`config.mk`:
```
export PLATFORM = sky130hd
export DESIGN_NAME = motor_reply_decoder_multiturn
export DESIGN_NICKNAME = d
export VERILOG_FILES = /design/src/rtl/core/mrd_pkg.sv /design/src/rtl/core/mrd_in_stage.sv /design/src/rtl/core/mrd_decode.sv /design/src/rtl/core/mrd_turn_track.sv /design/src/rtl/core/mrd_state.sv /design/src/rtl/core/motor_reply_decoder_multiturn.sv
export SDC_FILE = /design/constraint.sdc
export NUM_CORES = 1
export LEC_CHECK = 0
export ABC_AREA = 1
export BUFFER_PORTS_ARGS = -buffer_cell sky130_fd_sc_hd__buf_2
export CORE_UTILIZATION = 45
export CTS_BUF_LIST = sky130_fd_sc_hd__clkbuf_4 sky130_fd_sc_hd__clkbuf_8
export DETAILED_ROUTE_END_ITERATION = 7
export GPL_TIMING_DRIVEN = 0
export PLACE_DENSITY_LB_ADDON = 0.12
export SYNTH_ARGS = -nofsm -noshare
export SYNTH_HDL_FRONTEND = slang
export SYNTH_SLANG_ARGS = --single-unit
```
`constraint.sdc`:
```
create_clock -name clk -period 6.7 [get_ports clk]
set_clock_uncertainty 0.05 [all_clocks]
set_input_delay 0 -clock clk [delete_from_list [all_inputs] [get_ports clk]]
set_output_delay 0 -clock clk [all_outputs]
set_load 0.05 [all_outputs]
```
`src/rtl/core/mrd_pkg.sv`:
```
// Shared types and constants for the motor reply decoder.
package mrd_pkg;

	localparam int FRAME_ID_W = 11;
	localparam int PAYLOAD_W = 64;
	localparam int S_TDATA_W = 80;
	localparam int M_TDATA_W = 240;
	localparam int OUT_FIELDS_W = 233;
	localparam int OUT_PAD_W = M_TDATA_W - OUT_FIELDS_W;

	localparam int ENC_W = 16;
	localparam int TURNS_W = 32;
	localparam int ACC_W = 48;
	localparam int STEP_W = 18;

	localparam int COUNTS_PER_TURN_DEF = 65536;
	localparam logic [FRAME_ID_W-1:0] OWN_FRAME_ID_RST = 11'd321;

	localparam logic [7:0] CMD_STATUS2 = 8'h9C;
	localparam logic [7:0] CMD_CLOSED_1 = 8'hA1;
	localparam logic [7:0] CMD_CLOSED_2 = 8'hA2;
	localparam logic [7:0] CMD_CLOSED_3 = 8'hA3;
	localparam logic [7:0] CMD_CLOSED_4 = 8'hA4;
	localparam logic [7:0] CMD_CLOSED_5 = 8'hA5;
	localparam logic [7:0] CMD_CLOSED_6 = 8'hA6;
	localparam logic [7:0] CMD_CLOSED_7 = 8'hA7;
	localparam logic [7:0] CMD_CLOSED_8 = 8'hA8;
	localparam logic [7:0] CMD_STATUS1_A = 8'h9A;
	localparam logic [7:0] CMD_STATUS1_B = 8'h9B;
	localparam logic [7:0] CMD_TOTAL_ANGLE = 8'h92;
	localparam logic [7:0] CMD_ACCEL_A = 8'h33;
	localparam logic [7:0] CMD_ACCEL_B = 8'h34;

	typedef struct packed {
		logic [PAYLOAD_W-1:0]  payload;
		logic [FRAME_ID_W-1:0] frame_id;
	} in_item_t;

	typedef struct packed {
		logic match;
		logic motion;
		logic status1;
		logic total_angle;
		logic accel;
	} upd_t;

	typedef struct packed {
		logic               started;
		logic [ENC_W-1:0]   last_position;
		logic [TURNS_W-1:0] turns;
		logic [ACC_W-1:0]   accumulator;
	} track_state_t;

endpackage

```
`src/rtl/core/mrd_in_stage.sv`:
```
// Input register stage holding one request frame.
module mrd_in_stage
	import mrd_pkg::*;
(
	input  logic                 clk,
	input  logic                 arst_n,
	input  logic                 in_valid,
	output logic                 in_ready,
	input  logic [S_TDATA_W-1:0] in_data,
	input  logic                 advance,
	output logic                 valid_s1,
	output in_item_t             item_s1
);

	assign in_ready = !valid_s1 || advance;

	always_ff @(posedge clk or negedge arst_n) begin
		if (!arst_n) begin
			valid_s1 <= 1'b0;
		end else if (in_ready) begin
			valid_s1 <= in_valid;
		end
	end

	always_ff @(posedge clk) begin
		if (in_ready && in_valid) begin
			item_s1 <= in_item_t'(in_data[FRAME_ID_W+PAYLOAD_W-1:0]);
		end
	end

endmodule

```
`src/rtl/core/mrd_decode.sv`:
```
// Identifier match and command dispatch for one reply frame.
module mrd_decode
	import mrd_pkg::*;
(
	input  logic [FRAME_ID_W-1:0] frame_id,
	input  logic [FRAME_ID_W-1:0] own_frame_id,
	input  logic [7:0]            command_code,
	output upd_t                  upd
);

	logic match;

	assign match = (frame_id == own_frame_id);

	always_comb begin
		upd = '0;
		upd.match = match;
		case (command_code)
			CMD_STATUS2, CMD_CLOSED_1, CMD_CLOSED_2, CMD_CLOSED_3, CMD_CLOSED_4,
			CMD_CLOSED_5, CMD_CLOSED_6, CMD_CLOSED_7, CMD_CLOSED_8: begin
				upd.motion = match;
			end
			CMD_STATUS1_A, CMD_STATUS1_B: begin
				upd.status1 = match;
			end
			CMD_TOTAL_ANGLE: begin
				upd.total_angle = match;
			end
			CMD_ACCEL_A, CMD_ACCEL_B: begin
				upd.accel = match;
			end
			default: begin
				upd.motion = 1'b0;
			end
		endcase
	end

endmodule

```
`src/rtl/core/mrd_turn_track.sv`:
```
// Multi-turn unwrapping of the encoder position.
module mrd_turn_track
	import mrd_pkg::*;
#(
	parameter int COUNTS_PER_TURN = COUNTS_PER_TURN_DEF
) (
	input  track_state_t     cur,
	input  logic [ENC_W-1:0] encoder,
	output track_state_t     nxt
);

	localparam int HALF_TURN = COUNTS_PER_TURN / 2;
	localparam logic signed [STEP_W-1:0] HALF_S = STEP_W'(HALF_TURN);
	localparam logic signed [STEP_W-1:0] TURN_S = STEP_W'(COUNTS_PER_TURN);

	logic signed [STEP_W-1:0] step_raw;
	logic signed [STEP_W-1:0] step;
	logic [TURNS_W-1:0]       turns_nxt;

	assign step_raw = $signed({{(STEP_W-ENC_W){encoder[ENC_W-1]}}, encoder})
		- $signed({{(STEP_W-ENC_W){cur.last_position[ENC_W-1]}}, cur.last_position});

	always_comb begin
		step = step_raw;
		turns_nxt = cur.turns;
		if (step_raw > HALF_S) begin
			step = step_raw - TURN_S;
			turns_nxt = cur.turns - TURNS_W'(1);
		end else if (step_raw < -HALF_S) begin
			step = step_raw + TURN_S;
			turns_nxt = cur.turns + TURNS_W'(1);
		end
	end

	always_comb begin
		nxt = cur;
		nxt.started = 1'b1;
		nxt.last_position = encoder;
		if (cur.started) begin
			nxt.turns = turns_nxt;
			nxt.accumulator = cur.accumulator
				+ {{(ACC_W-STEP_W){step[STEP_W-1]}}, step};
		end
	end

endmodule

```
`src/rtl/core/mrd_state.sv`:
```
// Motor state registers, configuration register and result register.
module mrd_state
	import mrd_pkg::*;
#(
	parameter int COUNTS_PER_TURN = COUNTS_PER_TURN_DEF
) (
	input  logic                  clk,
	input  logic                  arst_n,
	input  logic                  cfg_wr_en,
	input  logic [FRAME_ID_W-1:0] cfg_wr_data,
	output logic [FRAME_ID_W-1:0] own_frame_id,
	input  logic                  valid_s1,
	input  in_item_t              item_s1,
	input  upd_t                  upd,
	output logic                  advance,
	output logic                  out_valid,
	input  logic                  out_ready,
	output logic [M_TDATA_W-1:0]  out_data
);

	logic [FRAME_ID_W-1:0] own_frame_id_q;
	logic                  out_valid_q;
	logic                  accepted_q;
	logic [7:0]            code_q;
	track_state_t          trk_q;
	track_state_t          trk_nxt;
	logic [7:0]            temp_q;
	logic [15:0]           current_q;
	logic [15:0]           speed_q;
	logic [15:0]           voltage_q;
	logic [7:0]            error_q;
	logic [31:0]           accel_q;
	logic [31:0]           total_reply_q;
	logic                  load;
	logic [63:0]           p;

	assign p = item_s1.payload;
	assign advance = !out_valid_q || out_ready;
	assign load = advance && valid_s1;
	assign own_frame_id = own_frame_id_q;
	assign out_valid = out_valid_q;

	mrd_turn_track #(
		.COUNTS_PER_TURN(COUNTS_PER_TURN)
	) u_turn_track (
		.cur    (trk_q),
		.encoder(p[63:48]),
		.nxt    (trk_nxt)
	);

	always_ff @(posedge clk or negedge arst_n) begin
		if (!arst_n) begin
			own_frame_id_q <= OWN_FRAME_ID_RST;
		end else if (cfg_wr_en) begin
			own_frame_id_q <= cfg_wr_data;
		end
	end

	always_ff @(posedge clk or negedge arst_n) begin
		if (!arst_n) begin
			out_valid_q <= 1'b0;
		end else if (advance) begin
			out_valid_q <= valid_s1;
		end
	end

	always_ff @(posedge clk) begin
		if (load) begin
			accepted_q <= upd.match;
			code_q <= p[7:0];
		end
	end

	always_ff @(posedge clk or negedge arst_n) begin
		if (!arst_n) begin
			trk_q <= '0;
			temp_q <= '0;
			current_q <= '0;
			speed_q <= '0;
			voltage_q <= '0;
			error_q <= '0;
			accel_q <= '0;
			total_reply_q <= '0;
		end else if (load) begin
			if (upd.motion) begin
				temp_q <= p[15:8];
				current_q <= p[31:16];
				speed_q <= p[47:32];
				trk_q <= trk_nxt;
			end
			if (upd.status1) begin
				temp_q <= p[15:8];
				voltage_q <= p[39:24];
				error_q <= p[63:56];
			end
			if (upd.total_angle) begin
				total_reply_q <= p[39:8];
			end
			if (upd.accel) begin
				accel_q <= p[63:32];
			end
		end
	end

	// The state registers only move when the result register loads, so they always
	// show the state after the request that is currently on the output.
	assign out_data = {
		{OUT_PAD_W{1'b0}},
		total_reply_q,
		accel_q,
		voltage_q,
		error_q,
		trk_q.accumulator,
		trk_q.turns,
		trk_q.last_position,
		speed_q,
		current_q,
		temp_q,
		code_q,
		accepted_q
	};

endmodule

```
`src/rtl/core/motor_reply_decoder_multiturn.sv`:
```
// Top level of the motor reply decoder with multi-turn encoder tracking.
// A request accepted at the input passes through the input register and then the result register.
// Throughput: one request per cycle while the result register is not stalled by m_axis_tready,
// with the state update done between the input register and the result register.
// Reset clears all motor state and pipeline valids and loads the frame identifier 321.
module motor_reply_decoder_multiturn
	import mrd_pkg::*;
#(
	parameter int COUNTS_PER_TURN = COUNTS_PER_TURN_DEF
) (
	input  logic                  clk,
	input  logic                  arst_n,
	input  logic                  cfg_wr_en,
	input  logic [FRAME_ID_W-1:0] cfg_wr_data,
	input  logic                  s_axis_tvalid,
	output logic                  s_axis_tready,
	// Fields from bit 0: frame_id[10:0], payload[74:11], zero fill.
	input  logic [S_TDATA_W-1:0]  s_axis_tdata,
	output logic                  m_axis_tvalid,
	input  logic                  m_axis_tready,
	// Fields from bit 0: accepted, command_code, temperature, torque_current,
	// speed_raw, encoder_value, round_count, total_counts, error_flags,
	// bus_voltage, accel_value, reported_total_angle, zero fill.
	output logic [M_TDATA_W-1:0]  m_axis_tdata
);

	logic                  advance;
	logic                  valid_s1;
	in_item_t              item_s1;
	upd_t                  upd;
	logic [FRAME_ID_W-1:0] own_frame_id;

	mrd_in_stage u_in_stage (
		.clk     (clk),
		.arst_n  (arst_n),
		.in_valid(s_axis_tvalid),
		.in_ready(s_axis_tready),
		.in_data (s_axis_tdata),
		.advance (advance),
		.valid_s1(valid_s1),
		.item_s1 (item_s1)
	);

	mrd_decode u_decode (
		.frame_id    (item_s1.frame_id),
		.own_frame_id(own_frame_id),
		.command_code(item_s1.payload[7:0]),
		.upd         (upd)
	);

	mrd_state #(
		.COUNTS_PER_TURN(COUNTS_PER_TURN)
	) u_state (
		.clk         (clk),
		.arst_n      (arst_n),
		.cfg_wr_en   (cfg_wr_en),
		.cfg_wr_data (cfg_wr_data),
		.own_frame_id(own_frame_id),
		.valid_s1    (valid_s1),
		.item_s1     (item_s1),
		.upd         (upd),
		.advance     (advance),
		.out_valid   (m_axis_tvalid),
		.out_ready   (m_axis_tready),
		.out_data    (m_axis_tdata)
	);

endmodule

```
# Yosys cells after proc, flatten, opt, wreduce, memory -nomap -nowiden
# Index checks and enable logic that the tools add are counted.
# classes
n_addsub	6
order_cmp	2
eq_ne	15
n_mux	10
reduce_logical	18
# ops
op	n
$eq 8x8->1 const B	12
$mux 32	2
$add 48x48->48	1
$mux 18	2
$add 32x1->32 const B	1
$sub 32x1->32 const B	1
$add 18x18->18 const B	1
$gt 18x17->1 const B	1
$lt 18x16->1 const B	1
$sub 18x18->18 const B	1
$sub 16x16->17	1
$eq 8x6->1 const B	2
$mux 8	2
$eq 11x11->1	1
$reduce_and 2->1	5
$reduce_or 9->1	1
$mux 1	4
$reduce_and 4->1	1
$reduce_bool 2->1	2
$reduce_or 2->1	2
$reduce_and 3->1	1
$logic_and 1x1->1	2
$logic_not 1->1	2
$logic_or 1x1->1	2
# totals
register_bits	322
out_inout_bits	242
wordCells	69

# Longest topological paths before layout
# depth
ltp_word	5
ltp_mapped	34

# By module
# From an unflattened synthesis, not the netlist that was laid out.
# unflattened
hier_cells	2799
hier_area_um2	21086.5
# modules_own_cells
module	instances	cells_per_inst	area_per_inst_um2	seq_area_each_um2
mrd_state	1	1149	10824.1	6204.7
mrd_turn_track	1	1498	7618.6	0.0
mrd_in_stage	1	81	2297.2	2277.2
mrd_decode	1	71	346.6	0.0

# Least setup slack after synthesis
# Ideal clock, no wire load.
# synth_timing
kind	flip-flop to flip-flop
start	register u_state.trk_q, in the netlist u_state.out_data[49]
end	register u_state.trk_q, in the netlist u_state.out_data[139]
setup_ns	0.117
arrival_ns	4.639
required_time_ns	6.533
setup_slack_ns	1.893
path_stages_with_launch	29
synth_period_minus_slack_ns	4.807
cell_sequence	dfrtp_1 -> ha_1 -> fa_1 -> inv_1 -> nand2_1 -> nand2_1 -> nand3_1 -> nand3_1 -> nand2_2 -> nor2_2 -> nand3_2 -> nor2_4 -> nand2_4 -> nand2_8 -> buf_2 -> nand2_1 -> ha_1 -> a21oi_1 -> inv_1 -> a31oi_1 -> o211ai_1 -> a21oi_1 -> o21ai_0 -> a31o_2 -> nand3_1 -> o211ai_1 -> or2_2 -> nand3_1 -> nand2_1
# synth_via
elab_chain_len	5
word_cells_on_any_way	8
cone_classes	4 x add/sub; 2 x order compare; 2 x mux
# synth_lines
element	line	rtl
from (decl)	mrd_state.sv:25	track_state_t trk_q;
from (signal assigned)	mrd_state.sv:89	trk_q <= trk_nxt;
$sub 16x16->17 (*)	mrd_turn_track.sv:21	- $signed({{(STEP_W-ENC_W){cur.last_position[ENC_W-1]}}, cur.last_position});
$add 18x18->18 or $lt 18x16->1 (tied branches)	mrd_turn_track.sv:30, mrd_turn_track.sv:29	
$mux 18	mrd_turn_track.sv:29	end else if (step_raw < -HALF_S) begin
$mux 18 (*)	mrd_turn_track.sv:26	if (step_raw > HALF_S) begin
$add 48x48->48 (*)	mrd_turn_track.sv:42	+ {{(ACC_W-STEP_W){step[STEP_W-1]}}, step};
# Mark *: on every way between the ends. The rest lies on a longest branch, timed or not.
# A chain may end at the register's enable or synchronous reset.

# Worst setup path after layout
# Same ends and word-level chain as after synthesis.

==> summary.txt <==
Layout
  • Filler cells: 3623
  • Design area: 23770 sq um
  • Share of cells above drive strength 1: 22.96%
  • Final std cells w/o fill: 3375
  • Final core occ: 59.28%
  • Synth-to-Final Area Change: 28.49%
  • Nets@finish: 2966

Hold path
  • Hold_sp: s_axis_tdata[43]
  • Min-Delay Path Depth: 2
  • Worst Hold End: u_in_stage.item_s1[43]
  • Worst min-delay path class: in -> reg

Floorplan
  • Initial core utilization: 46.14%
  • Rows: 73
  • Die area: 41920 sq um
  • Die W: 204.8 um
  • Io pins: 338
  • Height of the die: 204.8 um
  • Core ar.: 40100 sq um

Power
  • Pint: 3.542 mW
  • NetSw: 1.457 mW
  • Overall power after layout: 5.000 mW
  • Clock power share: 40.5%
  • Static leakage: 12.85 nW
  • IR drop worst, VDD: 183.8 uV
  • Switching Share: 29.15%
  • Gate power share: 17.3%
  • Power Dens Cells: 210.3 nW/um^2
  • Share of power burned in registers: 42.1%

Synthesis
  • Ys Warns: 0
  • Seq/Total Area, Yosys: 45.85%
  • Mapped Area: 18500 sq um
  • Top-count cell post-synth: nand2_1
  • EDFF count, synth: 84
  • Synth top area cells: dfrtp_1 32%, edfxtp_1 14%, nand2_1 9.9%
  • Post-synth cell types: 58
  • Syn avg cell area: 8.207 sq um
  • Post-synth top cells: 489 x nand2_1, 315 x inv_1, 235 x dfrtp_1, 199 x nor2_1, 164 x a21oi_1
  • Cell taking the most area after synthesis: dfrtp_1
  • FF+latch count, synth: 322
  • Area share of the largest cell type after synthesis: 31.79%
  • Gate Count Post-Synth: 2254
  • Ys async rst share: 73.91%
  • Main synth FF type: dfrtp_1

Run status
  • Status: finished clean

Critical path
  • Crit path max fanout: 30
  • Slowest-stage cell, CP: nand2_1
  • Critical Path End Type: flip-flop
  • Worst r2r src: u_state.out_data[49]
  • WP data arrival: 6.67 ns
  • Slowest Stage Delay on Critical Path: 0.76 ns
  • Most Frequent Cell on Critical Path: nand2_1
  • R2r endpoint: u_state.out_data[139]
  • Reg2reg setup slack: 0.51 ns
  • R2r worst-path depth: 28
  • Crit path required time: 7.18 ns
  • Kind of critical path: reg -> reg
  • Startpoint Class: flip-flop

Clock tree
  • # resized after CTS: 0
  • Clock Path Buffers: 3
  • Clock Tree Root: clkbuf_8
  • CTS tree: done
  • H-tree Lvls: 2
  • Clock transition at the registers of the reported paths: 0.06 ns
  • Clk_lat worst skew: 0.66 ns
  • CTS sink count: 322
  • TritonCTS Buffers: 55

Timing
  • Total Neg Setup Slack: 0 ns
  • Worst-Margin Slew: 1.164 ns
  • Final Hold Viols: 0
  • F_max: 0.1616 GHz
  • Slew headroom: 22.24%
  • Setup WS post-layout: 0.5136 ns
  • Count of pins over their slew limit: 0
  • RSZ-0062 raised after global routing: false
  • Post-route minimum period: 6.186 ns
  • Final setup fails: 0
  • Min Hold Slack: 0.03326 ns
  • Tcrit/Tclk final: 92.33%

Global routing
  • First-pass GRT wire length: 90.94 mm
  • Grt ovf: 0
  • GRT Total Usage: 27.86%
  • Antenna violations before repair: 3
  • Largest net degree at the start of global routing: 116
  • Number of global-route vias before repair: 17230

Placement
  • Placed insts: 3113
  • RePlAce Congestion: 0.9760
  • Final HPWL from detailed placement: 42.41 mm
  • Pre-CTS WS: 0.5141 ns
  • Port-buffer cells: 325
  • Dpl cell area: 20900 sq um

Drt
  • Routed Antenna Nets: 0
  • Vias per std cell: 5.022
  • WL per Instance: 17.22 um
  • DR iter-0 viols: 794
  • Post-route DRC violation count: 0
  • Final WL: 58.13 mm
  • Drt first pass iters: 5
  • Vias: 16950

Job
  • Max Cap Viol: 0
## flip-flops by register name (all words and copies together), names as in the netlist, 8 cells and up
| name | cells |
|---|---|
| u_in_stage.item_s1 | 75 |
| u_state.accel_q | 32 |
| u_state.code_q | 8 |
| u_state.current_q | 16 |
| u_state.error_q | 8 |
| u_state.out_data | 96 |
| u_state.own_frame_id | 11 |
| u_state.speed_q | 16 |
| u_state.temp_q | 8 |
| u_state.total_reply_q | 32 |
| u_state.voltage_q | 16 |
## final cells by class
type | count | area [sq um] | share of cell area, %
clock inverter | 17 | 182.7 | 0.7685
antenna | 2 | 5.005 | 0.02106
clock buffer | 85 | 1082 | 4.553
buffer | 154 | 1010 | 4.248
inverter | 322 | 1214 | 5.106
multi-input combinational | 1462 | 7819 | 32.89
tap | 525 | 656.9 | 2.764
timing repair buffer | 486 | 3318 | 13.96
sequential | 322 | 8482 | 35.68
## worst max-delay path by stage
stage / from / to / cells past startpoint
floorplan: u_state.out_data[49] / u_state.out_data[139] / 28
global placement: u_state.out_data[49] / u_state.out_data[134] / 27
detailed placement: u_state.out_data[49] / u_state.out_data[139] / 28
CTS: u_state.out_data[49] / u_state.out_data[139] / 28
global route: u_state.out_data[49] / u_state.out_data[134] / 27
finish: u_state.out_data[49] / u_state.out_data[139] / 28
## cell usage in the layout, fill, tap and decap left out, types with 4 or more instances in the layout
cell	n
o21ai_1	14
inv_2	5
nand3_2	4
clkbuf_4	14
and2_1	5
dlygate4sd3_1	157
o21ai_0	145
nand2_4	8
buf_16	4
xor2_1	31
o21a_1	7
mux2i_1	13
edfxtp_1	84
conb_1	7
nor2_2	20
o41ai_1	25
o211ai_1	5
nand2_1	489
xnor2_1	30
a21oi_1	164
inv_1	314
a31oi_1	13
buf_2	330
nand2_2	36
nor4_1	6
ha_1	65
clkinv_2	9
or2_2	5
clkbuf_1	37
nor3_1	11
nor2_1	199
dfrtp_1	235
clkbuf_8	71
mux2_2	19
nand4_1	15
buf_4	106
nand3b_1	5
nand3_1	93
## logic make-up (layout without fill, tap and decap cells)
kind of cell / Yosys count / in the layout / share of synthesized area [%]
flops: 322 / 322 / 45.85
buf+inv: 476 / 1064 / 12.01
fa+ha+maj: 67 / 67 / 4.613
compound gates: 390 / 390 / 11.57
xor+xnor: 62 / 62 / 2.976
other cells: 1 / 9 / 0.02027
mux: 32 / 32 / 1.860
simple gates: 904 / 904 / 21.11
## metal layers
| metal | share of wire (%) | global-route usage (%) | vias to the layer above |
|---|---|---|---|
| met3 | 6.6 | 7.541 | 151 |
| met2 | 49 | 48.18 | 500 |
| met5 | 0.022 | 0 | - |
| li1 | - | - | 8309 |
| met4 | 4.1 | 11.35 | 2 |
| met1 | 41 | 32.45 | 7988 |
## power groups by stage
| stage | Clock (mW) | Combinational (mW) | Sequential, mW |
|---|---|---|---|
| final | 2.03 | 0.867 | 2.11 |
| after global routing | 2.14 | 0.966 | 2.11 |
| after CTS | 2.06 | 0.861 | 2.10 |
| after detailed placement | 0 | 0.782 | 2.14 |
| after global placement | 0 | 0.763 | 2.14 |
| after floorplan | 0 | 0.534 | 2.16 |
## critical path, delay by kind of cell, from the launching register on
family                   cells  cell delay [ns]
AO/OA/AOI/OAI                7             1.50
adder cells (fa/ha/maj)      3             1.31
buffers and inverters        3             0.46
flip-flops                   1             0.41
AND/OR/NAND/NOR             15             2.30
## timing repair
action | in CTS | in global routing
endpoints found under the hold margin | 230 | 0
hold buffers | 158 | 0
buffers inserted | 0 | 0
No activity file was read; power rests on OpenSTA's default activity.
